==> config.mk <==
export PLATFORM = sky130hd
export DESIGN_NAME = pid_drive_with_min_speed
export DESIGN_NICKNAME = d
export VERILOG_FILES = /design/src/rtl/core/pdms_pkg.sv /design/src/rtl/core/pdms_front.sv /design/src/rtl/core/pdms_mult.sv /design/src/rtl/core/pdms_out.sv /design/src/rtl/core/pid_drive_with_min_speed.sv
export SDC_FILE = /design/constraint.sdc
export NUM_CORES = 2
export LEC_CHECK = 0
export ABC_AREA = 1
export BUFFER_PORTS_ARGS = -buffer_cell sky130_fd_sc_hd__buf_2
export CAP_MARGIN = 0
export CORE_ASPECT_RATIO = 0.5
export CORE_MARGIN = 5
export CORE_UTILIZATION = 45
export CTS_BUF_LIST = sky130_fd_sc_hd__clkbuf_8
export DETAILED_ROUTE_END_ITERATION = 8
export GPL_TIMING_DRIVEN = 0
export PLACE_DENSITY_LB_ADDON = 0.1
export SKIP_CTS_REPAIR_TIMING = 1
export SLEW_MARGIN = 0
export SYNTH_ARGS = -nofsm -noshare
export SYNTH_HDL_FRONTEND = slang
export SYNTH_HIERARCHICAL = 1
export SYNTH_SLANG_ARGS = --single-unit
export TNS_END_PERCENT = 20
==> constraint.sdc <==
create_clock -name clk_i -period 18.6 [get_ports clk_i]
set_input_delay 2.79 -clock clk_i [delete_from_list [all_inputs] [get_ports clk_i]]
set_output_delay 2.79 -clock clk_i [all_outputs]
set_load 0.05 [all_outputs]
==> src/rtl/core/pdms_pkg.sv <==
// Shared types and constants for the PID drive controller with minimum speed.
// Used by every module under rtl/core; depends on nothing else.
package pdms_pkg;

  localparam int unsigned DataW  = 16;
  localparam int unsigned ErrW   = 17;
  localparam int unsigned DerivW = 18;
  localparam int unsigned IntegW = 32;
  localparam int unsigned MinW   = 15;
  localparam int unsigned PProdW = ErrW + DataW;
  localparam int unsigned IProdW = IntegW + DataW;
  localparam int unsigned DProdW = DerivW + DataW;
  localparam int unsigned SumW   = IProdW + 1;
  localparam int unsigned QuotW  = SumW - 8;
  localparam int unsigned CfgIdxW = 3;

  // Configuration register indexes.
  localparam logic [CfgIdxW-1:0] REG_GAIN_P = 3'd0;
  localparam logic [CfgIdxW-1:0] REG_GAIN_I = 3'd1;
  localparam logic [CfgIdxW-1:0] REG_GAIN_D = 3'd2;
  localparam logic [CfgIdxW-1:0] REG_MIN_SPEED = 3'd3;
  localparam logic [CfgIdxW-1:0] REG_INT_WINDOW = 3'd4;

  localparam logic [DataW-1:0] WindowReset = 16'd40;

  typedef struct packed {
    logic [DataW-1:0] gain_p;
    logic [DataW-1:0] gain_i;
    logic [DataW-1:0] gain_d;
    logic [MinW-1:0]  min_speed;
    logic [DataW-1:0] int_window;
  } cfg_t;

endpackage

==> src/rtl/core/pdms_front.sv <==
// Error, windowed saturating integral and derivative stage; holds the loop state.
// Depends on pdms_pkg.
module pdms_front (
  input  logic                             clk_i,
  input  logic                             rst_ni,
  input  logic                             load_i,
  input  logic signed [pdms_pkg::DataW-1:0] target_i,
  input  logic signed [pdms_pkg::DataW-1:0] measured_i,
  input  logic [pdms_pkg::DataW-1:0]        window_i,
  output logic signed [pdms_pkg::ErrW-1:0]   err_o,
  output logic signed [pdms_pkg::IntegW-1:0] integ_o,
  output logic signed [pdms_pkg::DerivW-1:0] deriv_o
);

  logic signed [pdms_pkg::ErrW-1:0]   err_d, err_q;
  logic signed [pdms_pkg::IntegW-1:0] integ_d, integ_q;
  logic signed [pdms_pkg::DerivW-1:0] deriv_d, deriv_q;
  logic signed [pdms_pkg::IntegW:0]   integ_sum;
  logic [pdms_pkg::ErrW-1:0]          err_mag;
  logic                               clear;

  assign err_d   = pdms_pkg::ErrW'(target_i) - pdms_pkg::ErrW'(measured_i);
  assign err_mag = err_d[pdms_pkg::ErrW-1] ? -err_d : err_d;
  assign clear   = (err_d == '0) || (err_mag > pdms_pkg::ErrW'(window_i));

  // err_q still holds the previous request's error, which is the derivative base.
  assign deriv_d   = pdms_pkg::DerivW'(err_d) - pdms_pkg::DerivW'(err_q);
  assign integ_sum = (pdms_pkg::IntegW+1)'(integ_q) + (pdms_pkg::IntegW+1)'(err_d);

  always_comb begin
    if (clear) begin
      integ_d = '0;
    end else if (integ_sum[pdms_pkg::IntegW] != integ_sum[pdms_pkg::IntegW-1]) begin
      integ_d = integ_sum[pdms_pkg::IntegW] ? {1'b1, {(pdms_pkg::IntegW-1){1'b0}}}
                                            : {1'b0, {(pdms_pkg::IntegW-1){1'b1}}};
    end else begin
      integ_d = integ_sum[pdms_pkg::IntegW-1:0];
    end
  end

  always_ff @(posedge clk_i or negedge rst_ni) begin
    if (!rst_ni) begin
      err_q   <= '0;
      integ_q <= '0;
    end else if (load_i) begin
      err_q   <= err_d;
      integ_q <= integ_d;
    end
  end

  always_ff @(posedge clk_i) begin
    if (load_i) begin
      deriv_q <= deriv_d;
    end
  end

  assign err_o   = err_q;
  assign integ_o = integ_q;
  assign deriv_o = deriv_q;

  assert property (@(posedge clk_i) disable iff (!rst_ni)
    load_i && (err_d == '0) |=> integ_q == '0)
    else $error("integral not cleared on zero error");

  assert property (@(posedge clk_i) disable iff (!rst_ni)
    load_i && (err_mag > pdms_pkg::ErrW'(window_i)) |=> integ_q == '0)
    else $error("integral not cleared outside window");

endmodule

==> src/rtl/core/pdms_mult.sv <==
// Gain multiply stage: one registered product per term.
// Depends on pdms_pkg.
module pdms_mult (
  input  logic                               clk_i,
  input  logic                               load_i,
  input  logic signed [pdms_pkg::ErrW-1:0]   err_i,
  input  logic signed [pdms_pkg::IntegW-1:0] integ_i,
  input  logic signed [pdms_pkg::DerivW-1:0] deriv_i,
  input  pdms_pkg::cfg_t                     cfg_i,
  output logic signed [pdms_pkg::PProdW-1:0] p_prod_o,
  output logic signed [pdms_pkg::IProdW-1:0] i_prod_o,
  output logic signed [pdms_pkg::DProdW-1:0] d_prod_o,
  output logic signed [pdms_pkg::ErrW-1:0]   err_o
);

  logic signed [pdms_pkg::PProdW-1:0] p_prod_d, p_prod_q;
  logic signed [pdms_pkg::IProdW-1:0] i_prod_d, i_prod_q;
  logic signed [pdms_pkg::DProdW-1:0] d_prod_d, d_prod_q;
  logic signed [pdms_pkg::ErrW-1:0]   err_q;

  assign p_prod_d = pdms_pkg::PProdW'(err_i) *
                    pdms_pkg::PProdW'($signed(cfg_i.gain_p));
  assign i_prod_d = pdms_pkg::IProdW'(integ_i) *
                    pdms_pkg::IProdW'($signed(cfg_i.gain_i));
  assign d_prod_d = pdms_pkg::DProdW'(deriv_i) *
                    pdms_pkg::DProdW'($signed(cfg_i.gain_d));

  always_ff @(posedge clk_i) begin
    if (load_i) begin
      p_prod_q <= p_prod_d;
      i_prod_q <= i_prod_d;
      d_prod_q <= d_prod_d;
      err_q    <= err_i;
    end
  end

  assign p_prod_o = p_prod_q;
  assign i_prod_o = i_prod_q;
  assign d_prod_o = d_prod_q;
  assign err_o    = err_q;

endmodule

==> src/rtl/core/pdms_out.sv <==
// Output stage: sum of terms, Q8.8 truncation, saturation and minimum-speed rule.
// Depends on pdms_pkg.
module pdms_out (
  input  logic                               clk_i,
  input  logic                               load_i,
  input  logic signed [pdms_pkg::PProdW-1:0] p_prod_i,
  input  logic signed [pdms_pkg::IProdW-1:0] i_prod_i,
  input  logic signed [pdms_pkg::DProdW-1:0] d_prod_i,
  input  logic signed [pdms_pkg::ErrW-1:0]   err_i,
  input  logic [pdms_pkg::MinW-1:0]          min_speed_i,
  output logic signed [pdms_pkg::DataW-1:0]  drive_o,
  output logic signed [pdms_pkg::ErrW-1:0]   error_out_o
);

  logic signed [pdms_pkg::SumW-1:0]  sum;
  logic signed [pdms_pkg::SumW-1:0]  sum_adj;
  logic signed [pdms_pkg::QuotW-1:0] quot;
  logic signed [pdms_pkg::DataW-1:0] sat;
  logic signed [pdms_pkg::DataW-1:0] ms_pos;
  logic signed [pdms_pkg::DataW-1:0] ms_neg;
  logic signed [pdms_pkg::DataW-1:0] drive_d, drive_q;
  logic signed [pdms_pkg::ErrW-1:0]  err_q;

  assign sum = pdms_pkg::SumW'(p_prod_i) + pdms_pkg::SumW'(i_prod_i) +
               pdms_pkg::SumW'(d_prod_i);

  // Adding 255 to a negative sum makes the arithmetic shift round toward zero.
  assign sum_adj = sum + (sum[pdms_pkg::SumW-1] ? pdms_pkg::SumW'(255) : '0);
  assign quot    = sum_adj[pdms_pkg::SumW-1:8];

  always_comb begin
    if (quot > pdms_pkg::QuotW'(32767)) begin
      sat = 16'sh7fff;
    end else if (quot < -pdms_pkg::QuotW'(32768)) begin
      sat = 16'sh8000;
    end else begin
      sat = quot[pdms_pkg::DataW-1:0];
    end
  end

  assign ms_pos = {1'b0, min_speed_i};
  assign ms_neg = -ms_pos;

  always_comb begin
    drive_d = sat;
    if ((err_i == '0) && (sat <= 0)) begin
      drive_d = sat;
    end else if ((sat >= 0) && (sat <= ms_pos)) begin
      drive_d = ms_pos;
    end else if ((sat < 0) && (sat >= ms_neg)) begin
      drive_d = ms_neg;
    end
  end

  always_ff @(posedge clk_i) begin
    if (load_i) begin
      drive_q <= drive_d;
      err_q   <= err_i;
    end
  end

  assign drive_o     = drive_q;
  assign error_out_o = err_q;

endmodule

==> src/rtl/core/pid_drive_with_min_speed.sv <==
// PID drive controller with integral window and minimum drive speed.
// Accepts one request per cycle while out_stall_i does not hold the pipeline; four
// pipeline registers (input, error and integral, products, result), each of which
// advances whenever its successor frees up.
// Reset clears all valid bits, the integral and previous error, and loads register
// defaults (gains and minimum speed zero, integral window 40).
module pid_drive_with_min_speed (
  input  logic                                 clk_i,
  input  logic                                 rst_ni,
  input  logic                                 cfg_we_i,
  input  logic [pdms_pkg::CfgIdxW-1:0]         cfg_idx_i,
  input  logic [pdms_pkg::DataW-1:0]           cfg_wdata_i,
  input  logic                                 in_valid_i,
  output logic                                 in_stall_o,
  input  logic signed [pdms_pkg::DataW-1:0]    target_i,
  input  logic signed [pdms_pkg::DataW-1:0]    measured_i,
  output logic                                 out_valid_o,
  input  logic                                 out_stall_i,
  output logic signed [pdms_pkg::DataW-1:0]    drive_o,
  output logic signed [pdms_pkg::ErrW-1:0]     error_out_o
);

  pdms_pkg::cfg_t cfg_q;

  logic v0_q, v1_q, v2_q, v3_q;
  logic en0, en1, en2, en3;
  logic accept;

  logic signed [pdms_pkg::DataW-1:0]  target_q, measured_q;
  logic signed [pdms_pkg::ErrW-1:0]   s1_err;
  logic signed [pdms_pkg::IntegW-1:0] s1_integ;
  logic signed [pdms_pkg::DerivW-1:0] s1_deriv;
  logic signed [pdms_pkg::PProdW-1:0] s2_p;
  logic signed [pdms_pkg::IProdW-1:0] s2_i;
  logic signed [pdms_pkg::DProdW-1:0] s2_d;
  logic signed [pdms_pkg::ErrW-1:0]   s2_err;

  always_ff @(posedge clk_i or negedge rst_ni) begin
    if (!rst_ni) begin
      cfg_q.gain_p     <= '0;
      cfg_q.gain_i     <= '0;
      cfg_q.gain_d     <= '0;
      cfg_q.min_speed  <= '0;
      cfg_q.int_window <= pdms_pkg::WindowReset;
    end else if (cfg_we_i) begin
      case (cfg_idx_i)
        pdms_pkg::REG_GAIN_P:     cfg_q.gain_p     <= cfg_wdata_i;
        pdms_pkg::REG_GAIN_I:     cfg_q.gain_i     <= cfg_wdata_i;
        pdms_pkg::REG_GAIN_D:     cfg_q.gain_d     <= cfg_wdata_i;
        pdms_pkg::REG_MIN_SPEED:  cfg_q.min_speed  <= cfg_wdata_i[pdms_pkg::MinW-1:0];
        pdms_pkg::REG_INT_WINDOW: cfg_q.int_window <= cfg_wdata_i;
        default: ;
      endcase
    end
  end

  // A stage may load when it is empty or its contents move on this cycle.
  assign en3    = !v3_q || !out_stall_i;
  assign en2    = !v2_q || en3;
  assign en1    = !v1_q || en2;
  assign en0    = !v0_q || en1;
  assign accept = in_valid_i && en0;

  assign in_stall_o  = !en0;
  assign out_valid_o = v3_q;

  always_ff @(posedge clk_i or negedge rst_ni) begin
    if (!rst_ni) begin
      v0_q <= 1'b0;
      v1_q <= 1'b0;
      v2_q <= 1'b0;
      v3_q <= 1'b0;
    end else begin
      if (en0) v0_q <= in_valid_i;
      if (en1) v1_q <= v0_q;
      if (en2) v2_q <= v1_q;
      if (en3) v3_q <= v2_q;
    end
  end

  always_ff @(posedge clk_i) begin
    if (accept) begin
      target_q   <= target_i;
      measured_q <= measured_i;
    end
  end

  pdms_front u_front (
    .clk_i      (clk_i),
    .rst_ni     (rst_ni),
    .load_i     (en1 && v0_q),
    .target_i   (target_q),
    .measured_i (measured_q),
    .window_i   (cfg_q.int_window),
    .err_o      (s1_err),
    .integ_o    (s1_integ),
    .deriv_o    (s1_deriv)
  );

  pdms_mult u_mult (
    .clk_i    (clk_i),
    .load_i   (en2 && v1_q),
    .err_i    (s1_err),
    .integ_i  (s1_integ),
    .deriv_i  (s1_deriv),
    .cfg_i    (cfg_q),
    .p_prod_o (s2_p),
    .i_prod_o (s2_i),
    .d_prod_o (s2_d),
    .err_o    (s2_err)
  );

  pdms_out u_out (
    .clk_i       (clk_i),
    .load_i      (en3 && v2_q),
    .p_prod_i    (s2_p),
    .i_prod_i    (s2_i),
    .d_prod_i    (s2_d),
    .err_i       (s2_err),
    .min_speed_i (cfg_q.min_speed),
    .drive_o     (drive_o),
    .error_out_o (error_out_o)
  );

  assert property (@(posedge clk_i) disable iff (!rst_ni)
    !out_stall_i |-> !in_stall_o)
    else $error("input stalled although the output side is free");

  assert property (@(posedge clk_i) disable iff (!rst_ni)
    !v0_q |-> !in_stall_o)
    else $error("input stalled with an empty input register");

  assert property (@(posedge clk_i) disable iff (!rst_ni)
    v1_q && !v2_q |=> v2_q)
    else $error("request lost between integral and multiply stages");

endmodule
# After elaboration in Yosys (flattened, before gate mapping)
# Cells that the tools add are included.
# word_totals
out_inout_bits	35
input_bits	56
reg_bits	347
wordCells	80
# classes
n_eq_ne	5
n_mux	10
reduce_logical	26
multipliers	3
order_cmp	8
add_sub_neg	8
# op_table
operator	n
two-way mux 32 bit	3
two-way mux 16 bit	5
adder 33 x 48 -> 49 bit	1
adder 49 x 34 -> 49 bit	1
adder 49 bit	1
multiplier 32 x 16 -> 48 bit	1
greater-than comparator 41 x 16 -> 1 bit (second input constant)	1
less-than comparator 41 x 16 -> 1 bit (second input constant)	1
logical NOT 17 bit	2
multiplier 18 x 16 -> 34 bit	1
adder 32 x 17 -> 33 bit	1
multiplier 17 x 16 -> 33 bit	1
subtractor 17 x 17 -> 18 bit	1
greater-than comparator 17 x 16 -> 1 bit	1
two-way mux 17 bit	1
negation 17 bit	1
subtractor 16 x 16 -> 17 bit	1
greater-or-equal comparator 16 x 1 -> 1 bit (second input constant)	1
greater-or-equal comparator 16 bit	1
<= comparator 16 x 1 -> 1 bit (second input constant)	1
<= comparator 16 bit	1
less-than comparator 16 x 1 -> 1 bit (second input constant)	1
negation 15 -> 16 bit	1
AND reduction 2 bit	5
other kinds (9)	25

# Logic depth before layout (Yosys ltp)
# logic_depth
ltp_word	12
depth_mapped	50
mapped_depth_nobuf	49

# Hierarchy
# The synthesis kept the hierarchy.
# modules_own_cells
module	area_each_um2	seq_area_each_um2	cells_per_inst	n_inst
pdms_mult	46189.3	3963.8	5859	1
pdms_out	10203.5	991.0	1808	1
pdms_front	7495.9	1766.7	1150	1
pid_drive_with_min_speed	4498.1	3040.4	370	1

# Worst setup path after synthesis
# Ideal clock, no wire load.
# synth_timing
kind	input -> output
startpoint	input port out_stall_i
endpoint	output port in_stall_o
stages	2
arrival_ns	3.619
path_buffers	0
slack_ns	12.191
required_time_ns	15.810
cell_sequence	nand4_1 > nor2_1
# synth_via
elab_chain_len	6
# synth_rtl
item	line_no	rtl
start: declaration	pid_drive_with_min_speed.sv:18	input logic out_stall_i,
logical NOT 1 bit	pid_drive_with_min_speed.sv:58	assign en3 = !v3_q || !out_stall_i;
logical OR 1 bit	pid_drive_with_min_speed.sv:58	
logical OR 1 bit	pid_drive_with_min_speed.sv:59	assign en2 = !v2_q || en3;
logical OR 1 bit	pid_drive_with_min_speed.sv:60	assign en1 = !v1_q || en2;
logical OR 1 bit	pid_drive_with_min_speed.sv:61	assign en0 = !v0_q || en1;
logical NOT 1 bit	pid_drive_with_min_speed.sv:64	assign in_stall_o = !en0;
end: declaration	pid_drive_with_min_speed.sv:14	output logic in_stall_o,
# Every way passes these cells.

# Final worst setup path
# layout_timing
startpoint	register u_mult.p_prod_q, in the netlist u_mult/p_prod_o[32]
endpoint	register u_out.drive_q, in the netlist u_out/drive_o[0] (data pin)
# layout_via
elab_chain_len	12
word_cells_on_any_way	19
classes_between	3 x add/sub; 7 x order compare; 6 x mux; 3 x reduce/logical
# layout_rtl
item	line_no	rtl
start: declaration	pdms_mult.sv:16	logic signed [pdms_pkg::PProdW-1:0] p_prod_d, p_prod_q;
start signal: assignment	pdms_mult.sv:30	p_prod_q <= p_prod_d;
adder 33 x 48 -> 49 bit (*)	pdms_out.sv:24	assign sum = pdms_pkg::SumW'(p_prod_i) + pdms_pkg::SumW'(i_prod_i) +
adder 49 x 34 -> 49 bit (*)	pdms_out.sv:24	
two-way mux 8 bit	pdms_out.sv:28	assign sum_adj = sum + (sum[pdms_pkg::SumW-1] ? pdms_pkg::SumW'(255) : '0);
adder 49 bit (*)	pdms_out.sv:28	
less-than comparator 41 x 16 -> 1 bit	pdms_out.sv:34	end else if (quot < -pdms_pkg::QuotW'(32768)) begin
two-way mux 16 bit	pdms_out.sv:34	
two-way mux 16 bit (*)	pdms_out.sv:32	if (quot > pdms_pkg::QuotW'(32767)) begin
less-than comparator 16 x 1 -> 1 bit or greater-or-equal comparator 16 bit (tied branches)	pdms_out.sv:50	end else if ((sat < 0) && (sat >= ms_neg)) begin
logical AND 1 bit	pdms_out.sv:50	
two-way mux 16 bit	pdms_out.sv:50	
two-way mux 16 bit	pdms_out.sv:48	end else if ((sat >= 0) && (sat <= ms_pos)) begin
two-way mux 16 bit (*)	pdms_out.sv:46	if ((err_i == '0) && (sat <= 0)) begin
via u_out.drive_d, one bit	pdms_out.sv:21	logic signed [pdms_pkg::DataW-1:0] drive_d, drive_q;
end signal: assignment	pdms_out.sv:57	drive_q <= drive_d;
end: declaration	pdms_out.sv:21	
# The timed path passes the listed nets; every way through them passes the cells marked *.
# A chain may end at the register's enable or synchronous reset.

==> impl_results.md <==
- Outcome: complete, no violations
- DRC: 0
- Reg2Reg Setup Slack: 10.14 ns
- TritonCTS Sinks: around 350
- Worst Hold Class: reg -> reg
- Nets: 10940
- Layout cells sized above 1: 4.857%
- Synth cell types: 56
- Dpl ws: between 10 and 15 ns
- Starting DRT DRC Count: 4849
- Synth Instances: 9187
- Synth warnings: 6
- I/O pins: 91
- Die X: 561.3 µm
- WS Path Type: reg -> reg
- Slew headroom: 20.91%
- First-pass GRT wire length: between 300 and 400 mm
- Most frequent cell after synthesis: nand2_1
- RSZ-0062 raised after global routing: no
- DP Wirelength: roughly 190 mm
- Routed wire per std cell: 19.51 µm
- Die area: 160300 µm²
- Hold Path Origin: u_mult/err_o[9]
- Top cell by count, worst path: nand2_1
- Mapped Area: 68390 µm²
- Hold Path Stages: 0
- # H-tree levels: 2
- Core Util, Final: between 40% and 50%
- Max incr delay on CP: roughly 1.1 ns
- Num CTS Buffers: 58
- Die height: 285.7 µm
- Vias in the first global route: slightly below 60000
- Initial cell density of the core: 45.17%
- Setup TNS: 0 ns
- Initial antenna violation count: 9
- Critical Path RT: 18.98 ns
- Post-synthesis sequential area ratio: 14.27%
- FMAX: 118.2 MHz
- # fillers: 15661
- Total GRT Usage: 28.17%
- Rows: 101
- Hold Path End: u_out/error_out_o[9]
- Drt pass-1 iters: 8
- Clock transition at path regs: 0.07 ns
- Largest net degree at the start of global routing: 78
- Final Hold Viols: 0
- RePlAce Congestion: 0.9662
- R2r endpoint: u_out/drive_o[0]
- CTS tree: done
- EDFF count, synth: approximately 220
- Reg-to-Reg Start: u_mult/p_prod_o[32]
- Synthesized Nets: 10789
- Final worst-path setup slack: 10.14 ns
- Slowest-stage cell, CP: edfxtp_1
- WP buf/inv: 5
- Post-synthesis average cell area: 7.444 µm²
- Post-synth top area share: 32.32%
- Final Skew: around 0.064 ns
- Post-Route WL: 222.5 mm
- Core area: approximately 150000 µm²
- Slew Viols, Final: 0
- CP Capture Type: flop
- Worst hold slack: 0.4441 ns
- Area grow syn2layout: 6.308%
- Area contributors post-synth: fa_1 (32%), nand2_1 (16%), inv_1 (13%)
- Leading post-synthesis cells by instance count: nand2_1 (2858), inv_1 (2387), fa_1 (1104), nor2_1 (451), ha_1 (442)
- Flops & latches, synth: 347
- Period Utilization, post-route: a little under half
- Largest delay share family, worst path: simple AND/OR/NAND/NOR gates
- R2R depth: 38
- Predominant post-synthesis flop cell: edfxtp_1
- Maxcap violations: 0
- Final min period: 8.464 ns
- IO Port Bufs: 88
- Startpoint Class: flop
- Final setup violation count: 0
- Async SR Flop Fraction: 38.04%
- Root buf cell: clkbuf_8
- Critical Path Fanout Max: 16
- Arrival @ worst endpoint: between 8 and 9 ns
- Via count: 57117
- CTS Buffer Depth: 3
- Vias per cell: 5.010
- Worst Tran Pin Value: ~1.2 ns
- Overflow after GRT: 0
- Worst-Skew Late Latency: 0.68 ns
- Antenna viol nets, final: 0
- Leading area contributor after synthesis: fa_1
worst max-delay path by stage:
stage	from	to	slack, ns	cells past startpoint
after global placement	u_mult/p_prod_o[32]	u_out/drive_o[0]	10.21	38
after floorplan	out_stall_i	in_stall_o	12.19	2
after detailed placement	u_mult/p_prod_o[32]	u_out/drive_o[0]	10.20	38
after CTS	u_mult/p_prod_o[32]	u_out/drive_o[0]	10.15	38
after global routing	u_mult/p_prod_o[32]	u_out/drive_o[0]	9.55	38
final	u_mult/p_prod_o[32]	u_out/drive_o[0]	10.14	38
state kept, by name (all words and copies together) (netlist names):
signal,count
cfg_q,79
v2_q,1
measured_q,16
v1_q,1
u_out/error_out_o,17
u_front/deriv_o,18
target_q,16
u_mult/d_prod_o,34
v0_q,1
u_out/drive_o,16
u_front/err_o,17
u_mult/p_prod_o,33
u_mult/err_o,17
out_valid_o,1
u_front/integ_o,32
u_mult/i_prod_o,48
cells in the final DEF, fill, tap and decap left out, types with 24 or more instances in the layout:
master,count
nand2_1,2858
inv_1,2406
fa_1,1104
nor2_1,449
ha_1,442
nand3_1,332
clkbuf_1,223
edfxtp_1,215
a21oi_1,206
nand4_1,162
dfrtp_1,130
xor2_1,112
buf_2,98
o21ai_0,92
clkbuf_8,70
nand2_2,50
o21ai_2,45
xnor2_1,45
nor3_1,38
nor2_2,36
buf_6,25
or2_2,24
metal layers:
metal	part of all wire, %	up-vias	GRT usage (%)
li1	-	27255	-
met5	0.0031	-	0
met2	43	1850	43.99
met4	2.9	2	6.768
met3	7.3	268	3.514
met1	46	27742	41.73
worst register-to-register path: cells and delay by family (launching register included):
family | cells | cell delay [ns]
simple gates | 26 | 3.19
compound gates | 4 | 1.90
fa+ha+maj | 3 | 1.37
flops | 1 | 1.13
buf+inv | 5 | 0.59
cells by family (layout without fill, tap and decap cells):
| family | Yosys count | after routing | synth area share, % |
|---|---|---|---|
| AO/OA/AOI/OAI | 422 | 422 | 3.645 |
| XOR/XNOR | 160 | 160 | 2.115 |
| adder cells (fa/ha/maj) | 1546 | 1546 | 40.40 |
| buffers and inverters | 2675 | 2876 | 15.01 |
| flip-flops | 347 | 347 | 14.27 |
| other | 0 | 5 | 0 |
| AND/OR/NAND/NOR | 4037 | 4037 | 24.55 |
stage by stage:
step	instance area [µm²]	instances
floorplan	68390	9187
global placement	71340	11283
detailed placement	71460	11286
CTS	72690	11396
global route	72700	11400
finish	72700	11401
final cells by class:
cell class                 instances  area (µm²)  share of cell area, %
multi-input combinational       6165       48390                  66.56
sequential                       347        9762                  13.43
inverter                        2403        9027                  12.42
tap                             2008        2512                  3.456
buffer                           272        1241                  1.707
clock buffer                      70       963.4                  1.325
timing repair buffer              91       521.8                 0.7177
clock inverter                    40       269.0                 0.3700
antenna                            5       12.51                0.01721
Power is left out: the tool's default activity adds up to more than one toggle a clock period on the data nets, which glitch-free logic cannot reach.
